==> src/hdl/smi_pkg.sv <==
`default_nettype none

package smi_pkg;

  localparam int AXIS_COUNT   = 12;
  localparam int AXIS_IDX_W   = (AXIS_COUNT > 1) ? $clog2(AXIS_COUNT) : 1;
  localparam int AXIS_FIELD_W = 4;

  localparam int ANGLE_W    = 32;
  localparam int TIME_W     = 32;
  localparam int DUR_W      = 16;
  localparam int RPM_W      = 10;
  localparam int MAG_W      = 32;
  localparam int FRAC_W     = 16;
  localparam int SMOOTH_W   = FRAC_W + 1;
  localparam int CFG_IDX_W  = 2;
  localparam int CFG_DATA_W = 16;

  // Divider: the duration numerator is largest_delta * 1000, below 2^41.
  // The denominator 1536 * rpm stays below 2^21 for any 10-bit rpm.
  localparam int NUM_W  = 41;
  localparam int DEN_W  = 21;
  localparam int STEP_W = $clog2(NUM_W + 1);

  localparam logic [STEP_W-1:0] STEPS_DURATION = STEP_W'(NUM_W);
  localparam logic [STEP_W-1:0] STEPS_PHASE    = STEP_W'(FRAC_W);

  // Multiplier: signed A times unsigned B.
  localparam int MUL_A_W = 34;
  localparam int MUL_B_W = 18;
  localparam int MUL_P_W = MUL_A_W + MUL_B_W + 1;

  localparam logic [RPM_W-1:0]   RPM_RESET    = 10'd60;
  localparam logic [DUR_W-1:0]   MIN_MS_RESET = 16'd800;
  localparam logic [DUR_W-1:0]   MAX_MS_RESET = 16'd4000;
  localparam logic [MUL_B_W-1:0] MS_PER_S     = 18'd1000;
  localparam logic [MUL_B_W-1:0] SMOOTH_THREE = 18'd196608;

  localparam logic signed [ANGLE_W-1:0] ANGLE_MAX = {1'b0, {(ANGLE_W-1){1'b1}}};
  localparam logic signed [ANGLE_W-1:0] ANGLE_MIN = {1'b1, {(ANGLE_W-1){1'b0}}};

  typedef enum logic {
    OP_LOAD = 1'b0,
    OP_TICK = 1'b1
  } opcode_t;

  typedef enum logic [CFG_IDX_W-1:0] {
    CFG_RATED_RPM   = 2'd0,
    CFG_MIN_MOVE_MS = 2'd1,
    CFG_MAX_MOVE_MS = 2'd2
  } cfg_reg_t;

  typedef struct packed {
    logic              start;
    logic [NUM_W-1:0]  numer;
    logic [DEN_W-1:0]  rem_init;
    logic [DEN_W-1:0]  denom;
    logic [STEP_W-1:0] steps;
  } div_req_t;

  typedef struct packed {
    logic             busy;
    logic             done;
    logic [NUM_W-1:0] quot;
  } div_rsp_t;

endpackage

`default_nettype wire

==> src/hdl/smi_mul.sv <==
`default_nettype none

// Shared multiplier: signed A by unsigned B, product registered.
module smi_mul (
  input  logic                                clk,
  input  logic signed [smi_pkg::MUL_A_W-1:0]  a,
  input  logic [smi_pkg::MUL_B_W-1:0]         b,
  output logic signed [smi_pkg::MUL_P_W-1:0]  p
);

  logic signed [smi_pkg::MUL_P_W-1:0] p_r;
  logic signed [smi_pkg::MUL_P_W-1:0] p_nxt;

  assign p_nxt = smi_pkg::MUL_P_W'(a * $signed({1'b0, b}));

  always_ff @(posedge clk) begin
    p_r <= p_nxt;
  end

  assign p = p_r;

endmodule

`default_nettype wire

==> config.mk <==
export PLATFORM = sky130hd
export DESIGN_NAME = smi_mul
export DESIGN_NICKNAME = d
export VERILOG_FILES = /design/src/hdl/smi_pkg.sv /design/src/hdl/smi_mul.sv
export SDC_FILE = /design/constraint.sdc
export NUM_CORES = 2
export LEC_CHECK = 0
export ABC_AREA = 1
export BUFFER_PORTS_ARGS = -buffer_cell sky130_fd_sc_hd__buf_4
export CORE_MARGIN = 2
export CORE_UTILIZATION = 45
export CTS_BUF_LIST = sky130_fd_sc_hd__clkbuf_8
export DETAILED_ROUTE_END_ITERATION = 7
export HOLD_SLACK_MARGIN = 0.12
export MAX_ROUTING_LAYER = met4
export SKIP_LAST_GASP = 1
export SLEW_MARGIN = 15
export SYNTH_ARGS = -nofsm -noshare
export SYNTH_HDL_FRONTEND = slang
export SYNTH_SLANG_ARGS = --single-unit
==> constraint.sdc <==
create_clock -name clk -period 10.1 [get_ports clk]
set_input_delay 2.525 -clock clk [delete_from_list [all_inputs] [get_ports clk]]
set_output_delay 2.525 -clock clk [all_outputs]
set_load 0.03 [all_outputs]
Word level (Yosys, flattened, before mapping)
Index checks and enable logic that the tools add are counted.
- flip-flop bits (word level): 53
- bits in latches: 0
- bits in writable memories: 0
- memory bits (read-only): 0
- input bits: 53
- output and inout port bits: 53
- word-level logic and storage cells: 2
- memories: 0
- $add $sub $neg: 0
- $mul: 1
- divide/modulo/power cells: 0
- $lt $le $gt $ge: 0
- equality and inequality tests: 0
- shifts and indexed selects: 0
- mux-type cells: 0
- bitwise operators: 0
- reductions and logical operators: 0
- operators by type and width (kind ; count):
    34-bit by 19-bit multiplier with 53-bit output ; 1

Longest topological paths before layout
- depth in word-level cells: 1
- depth in mapped cells: 27
- depth with buffers taken out: 25

Worst setup path before layout
Ideal clock, no wire load.
- kind: input to register
- start point: input port a[33] (netlist name)
- end point: register p_r, in the netlist p[48]
- setup time: 114 ps
- arrival time: 7921 ps
- data required time: 9986 ps
- slack: 2065 ps
- stages: 24
- path through: clkbuf_1 -> buf_1 -> nand2_1 -> fa_1 -> inv_1 -> fa_1 -> inv_1 -> fa_1 -> inv_1 -> fa_1 -> fa_1 -> inv_1 -> fa_1 -> inv_1 -> ha_1 -> nand2_1 -> nor2_1 -> inv_1 -> nor2_1 -> nand2_1 -> nor2_1 -> nand2_1 -> nand4_1 -> nand2_1
- cells in the longest elaborated chain, start to end: 1
- RTL lines (item ; RTL line ; source):
    start, declared ; smi_mul.sv:6 ; input logic signed [smi_pkg::MUL_A_W-1:0] a,
    34-bit by 19-bit multiplier with 53-bit output ; smi_mul.sv:14 ; assign p_nxt = smi_pkg::MUL_P_W'(a * $signed({1'b0, b}));
    via p_nxt (one bit) ; smi_mul.sv:12 ; logic signed [smi_pkg::MUL_P_W-1:0] p_nxt;
    end signal, assigned ; smi_mul.sv:17 ; p_r <= p_nxt;
    end, declared ; smi_mul.sv:11 ; logic signed [smi_pkg::MUL_P_W-1:0] p_r;
The timed path passes the listed nets, and every way through them passes these cells.

Final worst setup path
- start point: input port b[2] (netlist name)
- end point: register p_r, in the netlist p[44]
- cells in the longest elaborated chain, start to end: 1
- RTL lines (item ; RTL line ; source):
    start, declared ; smi_mul.sv:7 ; input logic [smi_pkg::MUL_B_W-1:0] b,
    34-bit by 19-bit multiplier with 53-bit output ; smi_mul.sv:14 ;
    via p_nxt (one bit) ; smi_mul.sv:12 ;
The timed path passes the listed nets, and every way through them passes these cells.

==> impl_metrics.yaml <==
run_status:
  status: "completed"
global_route:
  antenna_found_initial: 0
  grt_overflow: 0
  grtUsageTotal_pct: 26.2
  grt_max_degree: 35
  grt_pass1_vias: 21026
  grt_pass1_wl_um: 112000
worst_setup_path:
  critPathMaxFanout: 34
  critPathSlowestCell: "fa_1"
  cp_common_cell: "fa_1"
  slowest_delay_ps: 620
  worst_setup_path_end_kind: "flop"
  worstPathRequired_ps: 10330
  cp.arrival_ps: 8330
  cp_cell_sequence: "buf_4 -> nand2_1 -> fa_1 -> inv_1 -> fa_1 -> inv_1 -> fa_1 -> inv_1 -> fa_1 -> fa_1 -> inv_1 -> fa_1 -> inv_1 -> ha_1 -> nand2_1 -> nor2_1 -> nand2_1 -> nor3_1 -> nand3_1 -> nand4_1 -> nand2_1"
  critPathTopFamily: "adder cells"
  cp_num_buf_inv: 6
  startpoint_type: "input pin"
  crit_type: "in2reg"
floorplanning:
  die_w_um: 240
  die_height_um: 240
  dieArea_sq_um: 57600
  pin_count: 106
  start_util_pct: 45.5
  core_area_sq_um: 55100
  rows: 86
layout:
  drive_gt1_share_pct: 5.31
  nFillCells: 5679
  final_cell_mix: "inv_1, nand2_1, fa_1, ha_1, buf_4"
  diodes: 0
  largest_reg_flops: 53
  utilization_pct: 47.9
  area_growth_pct: 5.15
  fin_nets: 4198
  mostFrequentLayoutCell: "inv_1"
clock_tree:
  hold_buffers: 0
  path_clk_slew_ps: 100
  postCtsSetupBuffers: 0
  cts-htree-levels: 2
  cts_made_buffers: 5
  cts_resized: 0
  clkSinkCount: 53
  clockRootBuffer: "clkbuf_8"
  tritoncts: "done"
  clockBufferDepth: 2
synth:
  synth_top_family_by_area: "adder cells"
  syn_avg_cell_area_sq_um: 7.26
  synth_adder_area_share_pct: 53.6
  synthXorXnorAreaFrac_pct: 1.08
  synth_cell_types: 25
  syn_inst: 3453
  yosys.area_share.simple_pct: 19.9
  synth-compound-area-share_pct: 0.569
  syn_nets: 4226
  mappedNetlistArea_sq_um: 25100
  ys_ff_latch: 53
  ys_warn_count: 0
  ys_seq_area_share_pct: 4.23
  muxShareOfSynthArea_pct: 0
min_path:
  hold_path.class: "in2reg"
route:
  ant_nets: 0
  drcViolationCount: 0
  drt-pass1-iter-count: 7
  viasPerCell: 4.61
  wirelength_um: 68100
  drtIter0Drc: 1067
  wl_per_cell_um: 16.3
  vias: 19236
place:
  place_hpwl_um: 55800
  port_buffers: 105
  place_congestion: 0.952
sta:
  max_freq_mhz: 123
  worst_slew_pin_slew_ps: 692
  setup_violations: 0
  hold_violations: 0
  max-slew-margin-rel_pct: 53.9
  fin_crit_ps: 8100
  rsz0062_at_grt: "no"
  finalCritPeriodShare_pct: 80.2
  finalSetupTns_ps: 0
  drv_slew: 0
job:
  cap_violations: 0
[cell type report]
class | instances | area (sq um) | share of cell area [%]
multi-input cells | 2017 | 18800 | 71.4
inverters | 1243 | 4670 | 17.7
flip-flops and latches | 53 | 1060 | 4.02
well taps | 748 | 936 | 3.55
repair buffers | 105 | 788 | 2.99
clock buffers | 5 | 68.8 | 0.261
clock inverters | 3 | 25.0 | 0.0949
[cell families (layout without fill, tap and decap cells)]
| group | count (synthesis) | in the layout |
|---|---|---|
| buf+inv | 1383 | 1356 |
| simple gates | 1239 | 1239 |
| fa+ha+maj | 720 | 720 |
| flops | 53 | 53 |
| xor+xnor | 31 | 31 |
| compound gates | 27 | 27 |
[worst paths after layout]
check,start,to,slack [ps],depth (start not counted)
setup / recovery,b[2],p[44],2000,21
hold / removal,a[0],p[0],2600,3
[stage by stage]
stage | instances | hold slack [ps] | cell area [sq um] | setup slack (ps)
floorplan | 3453 | 2800 | 25100 | 2060
finish | 4174 | 2600 | 26400 | 2000
global route | 4174 | 2610 | 26400 | 1600
global placement | 4166 | 2930 | 26300 | 1720
CTS | 4174 | 2590 | 26400 | 2000
detailed placement | 4166 | 2930 | 26300 | 1630
[layer usage]
layer  up-vias  share of wire (%)  GRT usage (%)
met5         -                  0              -
li1       9210                  -              -
met4         0                3.0           7.04
met1      9515                 42           32.0
met3       101                3.3           1.53
met2       410                 52           46.9
[worst min-delay path, cell delays in order]
cell and delay [ps]:
buf_4 210, nand2_1 110, inv_1 40
[synthesized netlist by cell type]
master,instances,share of area [%]
nor3_1,3,0.060
inv_2,10,0.15
nor2_4,6,0.27
nand2_1,1060,16
nand3_1,50,1.0
or2_1,1,0.025
o21bai_1,2,0.060
xor2_1,29,1.0
nor2_2,26,0.65
fa_1,589,47
nor2_1,43,0.64
nor3_2,4,0.16
nand2_2,21,0.52
ha_1,131,6.5
xnor2_1,2,0.070
buf_1,15,0.22
clkbuf_1,125,1.9
nand3b_1,4,0.12
a21o_1,1,0.030
inv_1,1233,18
a21oi_1,24,0.48
nand3_2,2,0.080
dfxtp_1,53,4.2
and2_1,1,0.025
nand4_1,18,0.45
Power is left out: the tool's default activity adds up to more than one toggle a clock period on the data nets, which glitch-free logic cannot reach.
