$ cat src/hdl/smi_pkg.sv
`default_nettype none

package smi_pkg;

  localparam int AXIS_COUNT   = 12;
  localparam int AXIS_IDX_W   = (AXIS_COUNT > 1) ? $clog2(AXIS_COUNT) : 1;
  localparam int AXIS_FIELD_W = 4;

  localparam int ANGLE_W    = 32;
  localparam int TIME_W     = 32;
  localparam int DUR_W      = 16;
  localparam int RPM_W      = 10;
  localparam int MAG_W      = 32;
  localparam int FRAC_W     = 16;
  localparam int SMOOTH_W   = FRAC_W + 1;
  localparam int CFG_IDX_W  = 2;
  localparam int CFG_DATA_W = 16;

  // Divider: the duration numerator is largest_delta * 1000, below 2^41.
  // The denominator 1536 * rpm stays below 2^21 for any 10-bit rpm.
  localparam int NUM_W  = 41;
  localparam int DEN_W  = 21;
  localparam int STEP_W = $clog2(NUM_W + 1);

  localparam logic [STEP_W-1:0] STEPS_DURATION = STEP_W'(NUM_W);
  localparam logic [STEP_W-1:0] STEPS_PHASE    = STEP_W'(FRAC_W);

  // Multiplier: signed A times unsigned B.
  localparam int MUL_A_W = 34;
  localparam int MUL_B_W = 18;
  localparam int MUL_P_W = MUL_A_W + MUL_B_W + 1;

  localparam logic [RPM_W-1:0]   RPM_RESET    = 10'd60;
  localparam logic [DUR_W-1:0]   MIN_MS_RESET = 16'd800;
  localparam logic [DUR_W-1:0]   MAX_MS_RESET = 16'd4000;
  localparam logic [MUL_B_W-1:0] MS_PER_S     = 18'd1000;
  localparam logic [MUL_B_W-1:0] SMOOTH_THREE = 18'd196608;

  localparam logic signed [ANGLE_W-1:0] ANGLE_MAX = {1'b0, {(ANGLE_W-1){1'b1}}};
  localparam logic signed [ANGLE_W-1:0] ANGLE_MIN = {1'b1, {(ANGLE_W-1){1'b0}}};

  typedef enum logic {
    OP_LOAD = 1'b0,
    OP_TICK = 1'b1
  } opcode_t;

  typedef enum logic [CFG_IDX_W-1:0] {
    CFG_RATED_RPM   = 2'd0,
    CFG_MIN_MOVE_MS = 2'd1,
    CFG_MAX_MOVE_MS = 2'd2
  } cfg_reg_t;

  typedef struct packed {
    logic              start;
    logic [NUM_W-1:0]  numer;
    logic [DEN_W-1:0]  rem_init;
    logic [DEN_W-1:0]  denom;
    logic [STEP_W-1:0] steps;
  } div_req_t;

  typedef struct packed {
    logic             busy;
    logic             done;
    logic [NUM_W-1:0] quot;
  } div_rsp_t;

endpackage

`default_nettype wire

$ cat src/hdl/smi_div.sv
`default_nettype none

// Restoring divider, one quotient bit per cycle. The remainder may be
// preloaded with a value below the divisor, which lets a fraction be formed
// by shifting in zeros only.
module smi_div (
  input  logic              clk,
  input  logic              rst_n,
  input  smi_pkg::div_req_t req,
  output smi_pkg::div_rsp_t rsp
);

  logic                         busy_r, busy_nxt;
  logic                         done_r, done_nxt;
  logic [smi_pkg::STEP_W-1:0]   cnt_r, cnt_nxt;
  logic [smi_pkg::DEN_W-1:0]    rem_r, rem_nxt;
  logic [smi_pkg::DEN_W-1:0]    den_r, den_nxt;
  logic [smi_pkg::NUM_W-1:0]    num_r, num_nxt;

  logic [smi_pkg::DEN_W:0]      shifted;
  logic [smi_pkg::DEN_W+1:0]    trial;
  logic                         qbit;

  assign shifted = {rem_r, num_r[smi_pkg::NUM_W-1]};
  assign trial   = {1'b0, shifted} - {2'b00, den_r};
  assign qbit    = ~trial[smi_pkg::DEN_W+1];

  always_comb begin
    busy_nxt = busy_r;
    done_nxt = 1'b0;
    cnt_nxt  = cnt_r;
    rem_nxt  = rem_r;
    den_nxt  = den_r;
    num_nxt  = num_r;
    if (req.start) begin
      busy_nxt = 1'b1;
      cnt_nxt  = req.steps;
      rem_nxt  = req.rem_init;
      den_nxt  = req.denom;
      num_nxt  = req.numer;
    end else if (busy_r) begin
      rem_nxt = qbit ? trial[smi_pkg::DEN_W-1:0] : shifted[smi_pkg::DEN_W-1:0];
      num_nxt = {num_r[smi_pkg::NUM_W-2:0], qbit};
      cnt_nxt = cnt_r - smi_pkg::STEP_W'(1);
      if (cnt_r == smi_pkg::STEP_W'(1)) begin
        busy_nxt = 1'b0;
        done_nxt = 1'b1;
      end
    end
  end

  always_ff @(posedge clk) begin
    if (!rst_n) begin
      busy_r <= 1'b0;
      done_r <= 1'b0;
      cnt_r  <= '0;
    end else begin
      busy_r <= busy_nxt;
      done_r <= done_nxt;
      cnt_r  <= cnt_nxt;
    end
    rem_r <= rem_nxt;
    den_r <= den_nxt;
    num_r <= num_nxt;
  end

  assign rsp.busy = busy_r;
  assign rsp.done = done_r;
  assign rsp.quot = num_r;

`ifndef NO_ASSERTIONS
  a_busy_count: assert property (@(posedge clk) disable iff (!rst_n)
    busy_r |-> (cnt_r != '0))
    else $error("divider busy with an exhausted step count");

  a_done_idle: assert property (@(posedge clk) disable iff (!rst_n)
    done_r |-> !busy_r)
    else $error("divider flags done while still iterating");

  a_start_busy: assert property (@(posedge clk) disable iff (!rst_n)
    req.start |=> busy_r)
    else $error("divider did not begin after a start request");
`endif

endmodule

`default_nettype wire

$ cat config.mk
export PLATFORM = sky130hd
export DESIGN_NAME = smi_div
export DESIGN_NICKNAME = d
export VERILOG_FILES = /design/src/hdl/smi_pkg.sv /design/src/hdl/smi_div.sv
export SDC_FILE = /design/constraint.sdc
export NUM_CORES = 1
export LEC_CHECK = 0
export BUFFER_PORTS_ARGS = -buffer_cell sky130_fd_sc_hd__buf_4
export CORE_MARGIN = 2
export CORE_UTILIZATION = 40
export CTS_CLUSTER_DIAMETER = 100
export DETAILED_ROUTE_END_ITERATION = 8
export GPL_ROUTABILITY_DRIVEN = 0
export MAX_ROUTING_LAYER = met4
export PLACE_DENSITY = 0.64
export SLEW_MARGIN = 20
export SYNTH_ARGS = -nofsm -noshare
export SYNTH_HDL_FRONTEND = slang
export SYNTH_SLANG_ARGS = --single-unit
$ cat constraint.sdc
create_clock -name clk -period 4 [get_ports clk]
set_input_delay 0.4 -clock clk [delete_from_list [all_inputs] [get_ports clk]]
set_output_delay 0.4 -clock clk [all_outputs]
set_load 0.05 [all_outputs]
---- After elaboration in Yosys (flattened, before gate mapping) ----
Cells that the tools add are included.
Widths: inputs -> output; s select.
cells by class
  add/sub/neg operators ................... 2
  multipliers ............................. 0
  div/mod/pow operators ................... 0
  $lt $le $gt $ge ......................... 0
  equality and inequality tests ........... 1
  shift-type cells ........................ 0
  mux-type cells .......................... 11
  bitwise operators ....................... 3
  reduce and logical (&&, ||, !) cells .... 2
operators by type and width
  operator             number
  $mux 41              2
  $mux 21              3
  $sub 22x21->23       1
  $mux 6               2
  $eq 6x1->1 const B   1
  $sub 6x1->6 const B  1
  $mux 1               4
  $not 1->1            3
  $reduce_or 3->1      1
  $reduce_bool 2->1    1
word-level totals
  bits in registers ....................... 91
  latch bits .............................. 0
  bits in writable memories ............... 0
  bits in read-only memories .............. 0
  input bits .............................. 92
  output and inout port bits .............. 43
  logic and storage cells ................. 25
  memories kept ........................... 0

---- Logic depth before layout (Yosys ltp) ----
Gate-level depths: netlist (run 1).
  depth after elaboration ................. 4
  depth in mapped cells ................... 13
  gate-level depth less buffers ........... 11

---- Worst setup path after synthesis (run 1) ----
OpenSTA, ideal clock, no wires.
  path kind ............................... flip-flop to flip-flop
  start point ............................. register num_r[40] (netlist name)
  end point ............................... register rem_r[12] (netlist name), data pin
  setup time .............................. 259 ps
  arrival ................................. 2753 ps
  data required time ...................... 3741 ps
  path slack .............................. 988 ps
  cell stages (with the launch flop) ...... 14
  buffers on the path ..................... 2
  period minus slack after synthesis ...... 3012 ps
  path through ............................ edfxtp_1 -> inv_1 -> ha_1 -> inv_1 -> fa_1 -> a211oi_2 -> o21ai_2 -> o2111ai_1 -> o21a_1 -> o21a_1 -> buf_6 -> buf_6 -> nor3_1 -> a211o_1
between the ends
  word-level cells in the longest chain between the ends .. 4
ends and longest elaborated chain
  what                         line           source
  start, declared              smi_div.sv:18  logic [smi_pkg::NUM_W-1:0] num_r, num_nxt;
  start signal, assigned       smi_div.sv:64  num_r <= num_nxt;
  $sub 22x21->23               smi_div.sv:25  assign trial = {1'b0, shifted} - {2'b00, den_r};
  $mux 21                      smi_div.sv:42  rem_nxt = qbit ? trial[smi_pkg::DEN_W-1:0] : shifted[smi_pkg::DEN_W-1:0];
  $mux 21                      smi_div.sv:41  end else if (busy_r) begin
  $mux 21                      smi_div.sv:35  if (req.start) begin
  named net rem_nxt (one bit)  smi_div.sv:16  logic [smi_pkg::DEN_W-1:0] rem_r, rem_nxt;
  end signal, assigned         smi_div.sv:62  rem_r <= rem_nxt;
  end, declared                smi_div.sv:16
The timed path passes the listed nets, and every way through them passes these cells. The select of a mux whose other input is x is not followed.
A chain may end at the register's enable or synchronous reset.

---- Worst setup path after layout (run 1) ----
  start point ............................. register num_r[40] (netlist name)
  end point ............................... register rem_r[15] (netlist name), data pin
Same word-level chain as after synthesis.

==> impl_metrics.env, run 1 <==
export IMPL_maxSlewViolCount=0
export IMPL_die_h_um=116
export IMPL_rr_endpoint="rem_r[15]"
export IMPL_seqCellArea_mm2=0.00265
export IMPL_powerDensity_mw_per_mm2=509
export IMPL_mostFrequentLayoutCells="buf_4, edfxtp_1, mux2_2"
export IMPL_cts_tree="done"
export IMPL_ctsHtreeMaxLevel=3
export IMPL_p_leak_nw=2.69
export IMPL_synth_top_cell_by_area="edfxtp_1"
export IMPL_worst_hold_startpoint="req[16]"
export IMPL_worstMarginPinSlew_ns=0.968
export IMPL_worstPathArrival_ns=3.37
export IMPL_clock_fmax_ghz=0.305
export IMPL_cts_root_buf="clkbuf_16"
export IMPL_dr_pass1_iters=4
export IMPL_finalHoldViolCount=0
export IMPL_drt_initial_drc_count=173
export IMPL_async_flop_share=0
export IMPL_clk_pin_slew_ns=0.07
export IMPL_io_pins=135
export IMPL_worstPathRequired_ns=4.10
export IMPL_ys_seq_area_frac=0.526
export IMPL_syn2layout_area_growth_pct=28.2
export IMPL_r2r_start="num_r[40]"
export IMPL_netlist_area_mm2=0.00504
export IMPL_status="finished clean"
export IMPL_syn_inst=420
export IMPL_port_buffers=134
export IMPL_layout_drive_gt1_share=0.367
export IMPL_ys_types=55
export IMPL_vdd_ir_drop_max_mv=0.300
export IMPL_grt_pass1_wl_um=19200
export IMPL_diodes=0
export IMPL_wl_um=12100
export IMPL_skew_ns=0.00574
export IMPL_overflow=0
export IMPL_finalCritPeriodShare=0.818
export IMPL_path_max_fanout=11
export IMPL_startpoint="num_r[40]"
export IMPL_final_common_cell="buf_4"
export IMPL_synth_enable_flop_cells=83
export IMPL_post_cts_buffers=0
export IMPL_placementRows=41
export IMPL_synth_ff_type="edfxtp_1"
export IMPL_stdcell_area_mm2=0.00646
export IMPL_grt_max_degree=90
export IMPL_vias=3735
export IMPL_dp_hpwl_um=8920
export IMPL_worstSetupPathType="flop to flop"
export IMPL_cts_buffer_depth=2
export IMPL_die_x_um=116
export IMPL_cts_resized=0
export IMPL_syn_nets=536
export IMPL_wl_per_cell_um=16.7
export IMPL_drtAntennaViolNets=0
export IMPL_fillers=1130
export IMPL_yosys_top_cells_area="edfxtp_1, mux2_2, ha_1, dfxtp_1, a21oi_1"
export IMPL_fin_nets=667
export IMPL_viasPerCell=5.13
export IMPL_worstSetupEndpoint="rem_r[15]"
export IMPL_power_total_w=0.00329
export IMPL_multi_input_area_mm2=0.00219
export IMPL_cts_sinks=91
export IMPL_synth_top_area_share=0.494
export IMPL_rrSetupSlack_ns=0.73
export IMPL_setup_worst_path_start_class="flop"
export IMPL_ys_ff_latch=91
export IMPL_postPlaceCellArea_mm2=0.00620
export IMPL_hold_class="primary input to flop"
export IMPL_ys_warn_count=0
export IMPL_setup_tns_final_ns=0
export IMPL_grt_antenna_before_repair=0
export IMPL_cts_made_buffers=9
export IMPL_relSlewSlack=0.350
export IMPL_rsz0062_at_grt="false"
export IMPL_clk_insertion_delay_late_ns=0.35
export IMPL_start_util=0.404
export IMPL_core_mm2=0.0125
export IMPL_rr_worst_depth=12
export IMPL_period_minus_slack_ns=3.27
export IMPL_syn_area_per_cell_um2=12.0
export IMPL_setup_viol=0
export IMPL_grt_pass1_vias=3879
export IMPL_crit_path_end_kind="flop"
export IMPL_cap_violations=0
export IMPL_dieArea_mm2=0.0135
export IMPL_grt_total_usage=0.191
export IMPL_drc=0
export IMPL_cts_hold_buf=0
[cell type report]
cell class,count,area share
clock buffer,10,0.0354
inverter,26,0.0151
tap,172,0.0333
sequential,91,0.410
clock inverter,6,0.00503
timing repair buffer,139,0.161
multi-input combinational,284,0.339
[flip-flops by register name, indices dropped and copies added, names as in the netlist]
| signal | cells |
|---|---|
| num_r | 41 |
| done_r | 1 |
| cnt_r | 6 |
| den_r | 21 |
| rem_r | 21 |
| busy_r | 1 |
[metrics by stage]
stage          worst slack, ns  hold WS, ns  std cells  utilization
6_report                 0.727        0.226        728        0.519
5_1_grt                  0.496        0.216        728        0.519
4_1_cts                  0.735        0.215        728        0.519
3_5_place_dp             0.744        0.548        712        0.498
3_3_place_gp             0.812        0.536        712        0.498
2_1_floorplan            0.988        0.488        420            -
[worst min-delay path by stage]
stage | endpoint | cells after the start
finish | den_r[10] | 1
global route | den_r[20] | 1
global placement | busy_r | 2
floorplan | busy_r | 2
detailed placement | busy_r | 2
CTS | den_r[10] | 1
[cell usage after synthesis, types with 3 or more instances]
cell,number
clkbuf_1,12
o21ai_0,17
nor3_1,10
ha_1,23
nor2b_1,9
inv_1,26
xnor2_1,10
dfxtp_1,8
a21o_1,5
nand4_1,3
nor3b_1,9
o211ai_1,4
and2_1,7
edfxtp_1,83
o31ai_1,5
o21a_1,7
nor2_1,13
a211o_1,10
mux2_2,44
mux2i_1,4
o21ai_2,3
and3_1,3
nand3_1,4
xor2_1,8
nand2_1,23
nand2b_1,4
a211oi_1,4
buf_2,3
a21oi_1,25
[kinds of logic after synthesis]
logic type,after synthesis,synth area share
DFF,91,0.526
adders and majority gates,24,0.0611
muxes,48,0.106
and+or+nand+nor,97,0.104
AOI/OAI and AO/OA,97,0.132
buffers and inverters,45,0.0387
xor gates and xnor gates,18,0.0313
[layer usage]
| layer | up-vias | part of all wire | GRT usage |
|---|---|---|---|
| met5 | - | 0 | - |
| met3 | 16 | 0.072 | 0.0555 |
| met4 | 0 | 0.018 | 0.0690 |
| li1 | 1843 | - | - |
| met1 | 1754 | 0.44 | 0.234 |
| met2 | 122 | 0.47 | 0.303 |
[power by group]
group / switching [W] / internal, W / leakage (nW) / total (W)
combinational: 0.000714 / 0.000518 / 1.67 / 0.00123
clock: 0.000358 / 0.000415 / 0.125 / 0.000773
sequential: 0.0000747 / 0.00121 / 0.896 / 0.00129
[worst max-delay path, stage by stage, from the launching register on]
cell	delay [ns]
edfxtp_1	0.35
inv_1	0.06
ha_1	0.21
inv_1	0.07
fa_1	0.25
a211oi_2	0.10
o21ai_2	0.22
o2111ai_1	0.17
o21a_1	0.16
o21ai_1	0.76
buf_4	0.34
nor3b_1	0.07
a211o_1	0.26
Power figures use the tool's default switching activity.
==> run 2, diff against run 1 <==
Settings changed: PLACE_DENSITY 0.64 to 0.67.
Clock period 4 ns to 2.9 ns, I/O delays scaled along.
==> run 2 against run 1 <==
Effect of this change: final area rose by 1.8%; routed wire length shrank 2.5%; fmax grew 18%; setup slack lost 0.59 ns; global-route usage shrank 0.56 points; first-iteration DRC count decreased by 0.58%; critical path depth unchanged; sequential power up 37%; hold slack worse by 0.11 ns; non-clock buffer count increased by 8; final cell count up 1.1%; register-to-register slack worse by 0.59 ns; critical endpoint is now rem_r[11]; largest cell class unchanged; highest routed layer unchanged.
==> impl_metrics.env, run 2 (synthesized netlist as in run 1, its figures left out) <==
export IMPL_status="finished clean"
export IMPL_cts_buffer_depth=2
export IMPL_wl_per_cell_um=16.1
export IMPL_largest_reg_flops=41
export IMPL_clock_fmax_ghz=0.361
export IMPL_fin_nets=675
export IMPL_vdd_ir_drop_max_mv=0.382
export IMPL_viasPerCell=5.10
export IMPL_startpoint="num_r[40]"
export IMPL_grt_total_usage=0.186
export IMPL_dieArea_mm2=0.0135
export IMPL_rr_worst_depth=12
export IMPL_cts_tree="done"
export IMPL_p_sw_w=0.00165
export IMPL_internal_power_w=0.00303
export IMPL_postPlaceCellArea_mm2=0.00625
export IMPL_cts_root_buf="clkbuf_16"
export IMPL_worstPathArrival_ns=2.86
export IMPL_dp_hpwl_um=8650
export IMPL_largestRegisters="num_r (41), den_r (21), rem_r (21)"
export IMPL_worstPathRequired_ns=2.99
export IMPL_seqCellArea_mm2=0.00265
export IMPL_whs_endpoint="den_r[2]"
export IMPL_pwr_share_clk=0.244
export IMPL_cap_violations=0
export IMPL_finalCritPeriodShare=0.954
export IMPL_start_util=0.404
export IMPL_layout_drive_gt1_share=0.394
export IMPL_rr_endpoint="rem_r[11]"
export IMPL_drtAntennaViolNets=0
export IMPL_io_pins=135
export IMPL_comb_power_share=0.377
export IMPL_multi_input_area_mm2=0.00221
export IMPL_fillers=1122
export IMPL_top_register="num_r"
export IMPL_finalHoldViolCount=0
export IMPL_path_max_fanout=5
export IMPL_cts_sinks=91
export IMPL_setup_worst_path_start_class="flop"
export IMPL_worstSetupPathType="flop to flop"
export IMPL_powerDensity_mw_per_mm2=711
export IMPL_die_h_um=116
export IMPL_whs_ns=0.112
export IMPL_hold_depth=1
export IMPL_dr_pass1_iters=4
export IMPL_final_common_cell="buf_4"
export IMPL_overflow=0
export IMPL_swShare=0.353
export IMPL_core_mm2=0.0125
export IMPL_grt_pass1_wl_um=18500
export IMPL_ctsHtreeMaxLevel=3
export IMPL_mostFrequentLayoutCells="buf_4, edfxtp_1, mux2_2"
export IMPL_drt_initial_drc_count=172
export IMPL_p_leak_nw=2.75
export IMPL_vias=3755
export IMPL_power_frac_seq=0.379
export IMPL_grt_antenna_before_repair=0
export IMPL_stdcell_count=736
export IMPL_maxSlewViolCount=0
export IMPL_hold_class="primary input to flop"
export IMPL_diodes=0
export IMPL_port_buffers=134
export IMPL_drc=0
export IMPL_clk_pin_slew_ns=0.07
export IMPL_worst_hold_startpoint="req[8]"
export IMPL_wl_um=11800
export IMPL_crit_path_end_kind="flop"
export IMPL_r2r_start="num_r[40]"
export IMPL_stdcell_area_mm2=0.00658
export IMPL_dp_cells=716
export IMPL_final_util=0.528
export IMPL_grt_pass1_vias=3824
export IMPL_rrSetupSlack_ns=0.13
export IMPL_clk_insertion_delay_late_ns=0.35
export IMPL_period_minus_slack_ns=2.77
export IMPL_syn2layout_area_growth_pct=30.5
export IMPL_die_x_um=116
export IMPL_worstMarginPinSlew_ns=0.674
export IMPL_placementRows=41
export IMPL_skew_ns=0.0101
export IMPL_cts_made_buffers=9
export IMPL_setup_viol=0
export IMPL_relSlewSlack=0.551
export IMPL_grt_max_degree=65
-- run 2: layout make-up --
type	count	share of cell area
flip-flops and latches	91	0.403
multi-input cells	284	0.336
repair buffers	147	0.170
clock buffers	9	0.0342
well taps	172	0.0327
inverters	26	0.0148
clock inverters	7	0.00837
-- run 2: power by group through the flow --
stage,registers (W),clock network (W),logic [W]
after global routing,0.00180,0.00122,0.00191
after floorplan,0.00200,0,0.00105
after detailed placement,0.00180,0,0.00172
after global placement,0.00179,0,0.00169
after CTS,0.00177,0.00118,0.00173
final,0.00177,0.00114,0.00176
-- run 2: how the worst max path moves through the flow --
| stage | depth (start not counted) | end | slack, ns |
|---|---|---|---|
| 6_report | 12 | rem_r[11] | 0.13 |
| 3_3_place_gp | 12 | rem_r[3] | 0.14 |
| 2_1_floorplan | 13 | rem_r[12] | -0.003 |
| 4_1_cts | 12 | rem_r[3] | 0.04 |
| 3_5_place_dp | 12 | rem_r[3] | 0.08 |
| 5_1_grt | 12 | rem_r[11] | -0.01 |
-- run 2: layer usage --
metal | track usage | up-vias | wire, um
met5 | - | - | 0
met4 | 0.0563 | 0 | 190
met3 | 0.0716 | 18 | 1030
met2 | 0.302 | 130 | 5580
met1 | 0.213 | 1757 | 5040
li1 | - | 1850 | -
-- run 2: what timing repair did --
| item | CTS | global route |
|---|---|---|
| hold buffers | 0 | 0 |
| gates resized for setup | 0 | 5 |
| setup endpoints to repair | 0 | 11 |
| setup buffers | 0 | 4 |
| endpoints found under the hold margin | 0 | 0 |
-- run 2: critical path, cell delays in order (launching register included) --
cell and delay (ns):
edfxtp_1 0.39, inv_1 0.09, ha_1 0.16, inv_1 0.06, fa_2 0.37, a211oi_2 0.25, o21ai_2 0.10, o2111ai_2 0.23
o21a_1 0.19, o21a_2 0.18, buf_4 0.15, nor3_1 0.05, a211o_1 0.30
-- run 2: per-stage QoR --
step,TNS [ns],worst slack [ns],total power (W)
after CTS,0,0.0449,0.00468
after global placement,0,0.145,0.00348
final,0,0.132,0.00467
after floorplan,-0.00279,-0.00279,0.00305
after detailed placement,0,0.0753,0.00351
after global routing,-0.0205,-0.0113,0.00493
==> run 3, diff against run 2 <==
Settings changed: CORE_UTILIZATION 40 to 48, PLACE_DENSITY 0.67 to 0.78.
==> run 3 against run 2 <==
Effect of this change: setup slack got worse by 0.013 ns; count of clock-buffer cells in the layout rose by 3; routed wire length rose by 1.0%; hold slack got worse by 0.050 ns; sequential power barely moved; clock skew rose by 0.0066 ns; largest cell class unchanged; clock power fell by 19%.
==> impl_metrics.env, run 3 (synthesized netlist as in run 1, its figures left out) <==
export IMPL_vias=3869
export IMPL_use_met3=0.0865
export IMPL_die_h_um=106
export IMPL_path_max_fanout=6
export IMPL_grt_pass1_vias=4067
export IMPL_whs_endpoint="den_r[18]"
export IMPL_clock_fmax_ghz=0.360
export IMPL_top_register="num_r"
export IMPL_start_util=0.491
export IMPL_worst_hold_startpoint="req[24]"
export IMPL_comb_power_share=0.396
export IMPL_powerDensity_mw_per_mm2=693
export IMPL_setup_worst_path_start_class="flop"
export IMPL_fillers=849
export IMPL_worstMarginPinSlew_ns=0.686
export IMPL_timing_final_ws_setup_ns=0.119
export IMPL_dieArea_mm2=0.0113
export IMPL_finalHoldViolCount=0
export IMPL_cap_violations=0
export IMPL_rrSetupSlack_ns=0.12
export IMPL_drtAntennaViolNets=0
export IMPL_swShare=0.361
export IMPL_grt_max_degree=59
export IMPL_finalCritPeriodShare=0.959
export IMPL_ctsHtreeMaxLevel=3
export IMPL_clk_pin_slew_ns=0.10
export IMPL_hold_depth=1
export IMPL_cts_root_buf="clkbuf_8"
export IMPL_final_common_cell="buf_4"
export IMPL_p_sw_w=0.00161
export IMPL_grt_pass1_wl_um=19100
export IMPL_layout_drive_gt1_share=0.387
export IMPL_largest_reg_flops=41
export IMPL_drc=0
export IMPL_viasPerCell=5.54
export IMPL_period_minus_slack_ns=2.78
export IMPL_pwr_share_clk=0.207
export IMPL_clk_insertion_delay_late_ns=0.40
export IMPL_core_mm2=0.0103
export IMPL_grt_antenna_before_repair=0
export IMPL_skew_ns=0.0166
export IMPL_dp_hpwl_um=8510
export IMPL_wl_per_cell_um=17.1
export IMPL_final_util=0.627
export IMPL_cts_hold_buf=0
export IMPL_internal_power_w=0.00285
export IMPL_hold_class="primary input to flop"
export IMPL_port_buffers=134
export IMPL_setup_viol=0
export IMPL_grt_busiest_layer="met2"
export IMPL_power_frac_seq=0.397
export IMPL_p_leak_nw=2.71
export IMPL_drt_initial_drc_count=112
export IMPL_overflow=0
export IMPL_use_met2=0.363
export IMPL_dpl_worst_slack_ns=0.160
export IMPL_met1_usage=0.260
export IMPL_r2r_start="rem_r[5]"
export IMPL_die_x_um=106
export IMPL_crit_path_end_kind="flop"
export IMPL_worstSetupPathType="flop to flop"
export IMPL_wl_um=12000
export IMPL_largestRegisters="num_r (41), den_r (21), rem_r (21)"
export IMPL_setup_tns_final_ns=0
export IMPL_status="finished clean"
export IMPL_cts_tree="done"
export IMPL_cts_buffer_depth=2
export IMPL_cts_sinks=91
export IMPL_relSlewSlack=0.542
export IMPL_mostFrequentLayoutCells="buf_4, edfxtp_1, mux2_2"
export IMPL_vdd_ir_drop_max_mv=0.514
export IMPL_postPlaceCellArea_mm2=0.00619
export IMPL_cts_made_buffers=9
export IMPL_fin_nets=674
export IMPL_worstPathArrival_ns=3.01
export IMPL_diodes=0
export IMPL_io_pins=135
export IMPL_stdcell_area_mm2=0.00644
export IMPL_rr_endpoint="rem_r[13]"
export IMPL_grt_total_usage=0.225
export IMPL_dr_pass1_iters=4
export IMPL_syn2layout_area_growth_pct=27.8
export IMPL_worstPathRequired_ns=3.13
export IMPL_startpoint="rem_r[5]"
export IMPL_placementRows=37
export IMPL_maxSlewViolCount=0
export IMPL_rr_worst_depth=8
run 3: changes by cell type in the layout (fill, tap and decap cells not counted), sizes merged:
| cell | previous run | this run |
|---|---|---|
| buf | 147 | 146 |
| clkbuf | 9 | 12 |
| clkinv | 1 | 0 |
| inv | 32 | 30 |
run 3: worst max-delay path by stage:
| stage | cells after the start | to |
|---|---|---|
| after global placement | 12 | rem_r[15] |
| after CTS | 12 | rem_r[15] |
| after global routing | 12 | rem_r[15] |
| after detailed placement | 12 | rem_r[15] |
| final | 8 | rem_r[13] |
| after floorplan | 13 | rem_r[12] |
run 3: critical path: stages (launching register included):
cell	delay (ns)
edfxtp_1	0.40
ha_1	0.40
a2111oi_1	0.54
inv_1	0.10
o21ai_2	0.22
nand3_2	0.19
nor4b_1	0.46
a2111oi_2	0.11
o31ai_1	0.20
run 3: layout make-up:
class / count / area (um^2) / share of cell area
inverters: 26 / 97.6 / 0.0151
flip-flops and latches: 91 / 2650 / 0.412
clock buffers: 12 / 176 / 0.0274
multi-input cells: 284 / 2210 / 0.343
well taps: 136 / 170 / 0.0264
repair buffers: 146 / 1100 / 0.171
clock inverters: 4 / 35.0 / 0.00544
run 3: metal layers:
| metal | vias to the layer above | part of all wire |
|---|---|---|
| met4 | 0 | 0.019 |
| met1 | 1869 | 0.41 |
| li1 | 1842 | - |
| met5 | - | 0 |
| met3 | 18 | 0.089 |
| met2 | 140 | 0.48 |
run 3: stage by stage:
step	hold slack, ns	power (W)	instances
5_1_grt	0.0528	0.00470	699
3_5_place_dp	0.470	0.00351	679
2_1_floorplan	0.389	0.00305	420
6_report	0.0622	0.00447	699
3_3_place_gp	0.470	0.00346	679
4_1_cts	0.0545	0.00444	695
run 3: timing repair:
item,in CTS,in global routing
endpoints found under the setup margin,0,9
buffers inserted,0,4
resized for setup,0,4
run 3: power groups by stage:
stage / Combinational (W) / Clock [W] / Sequential, W
after floorplan: 0.00105 / 0 / 0.00200
after global placement: 0.00167 / 0 / 0.00179
after detailed placement: 0.00171 / 0 / 0.00180
after CTS: 0.00172 / 0.000952 / 0.00177
after global routing: 0.00192 / 0.000981 / 0.00180
final: 0.00177 / 0.000926 / 0.00177
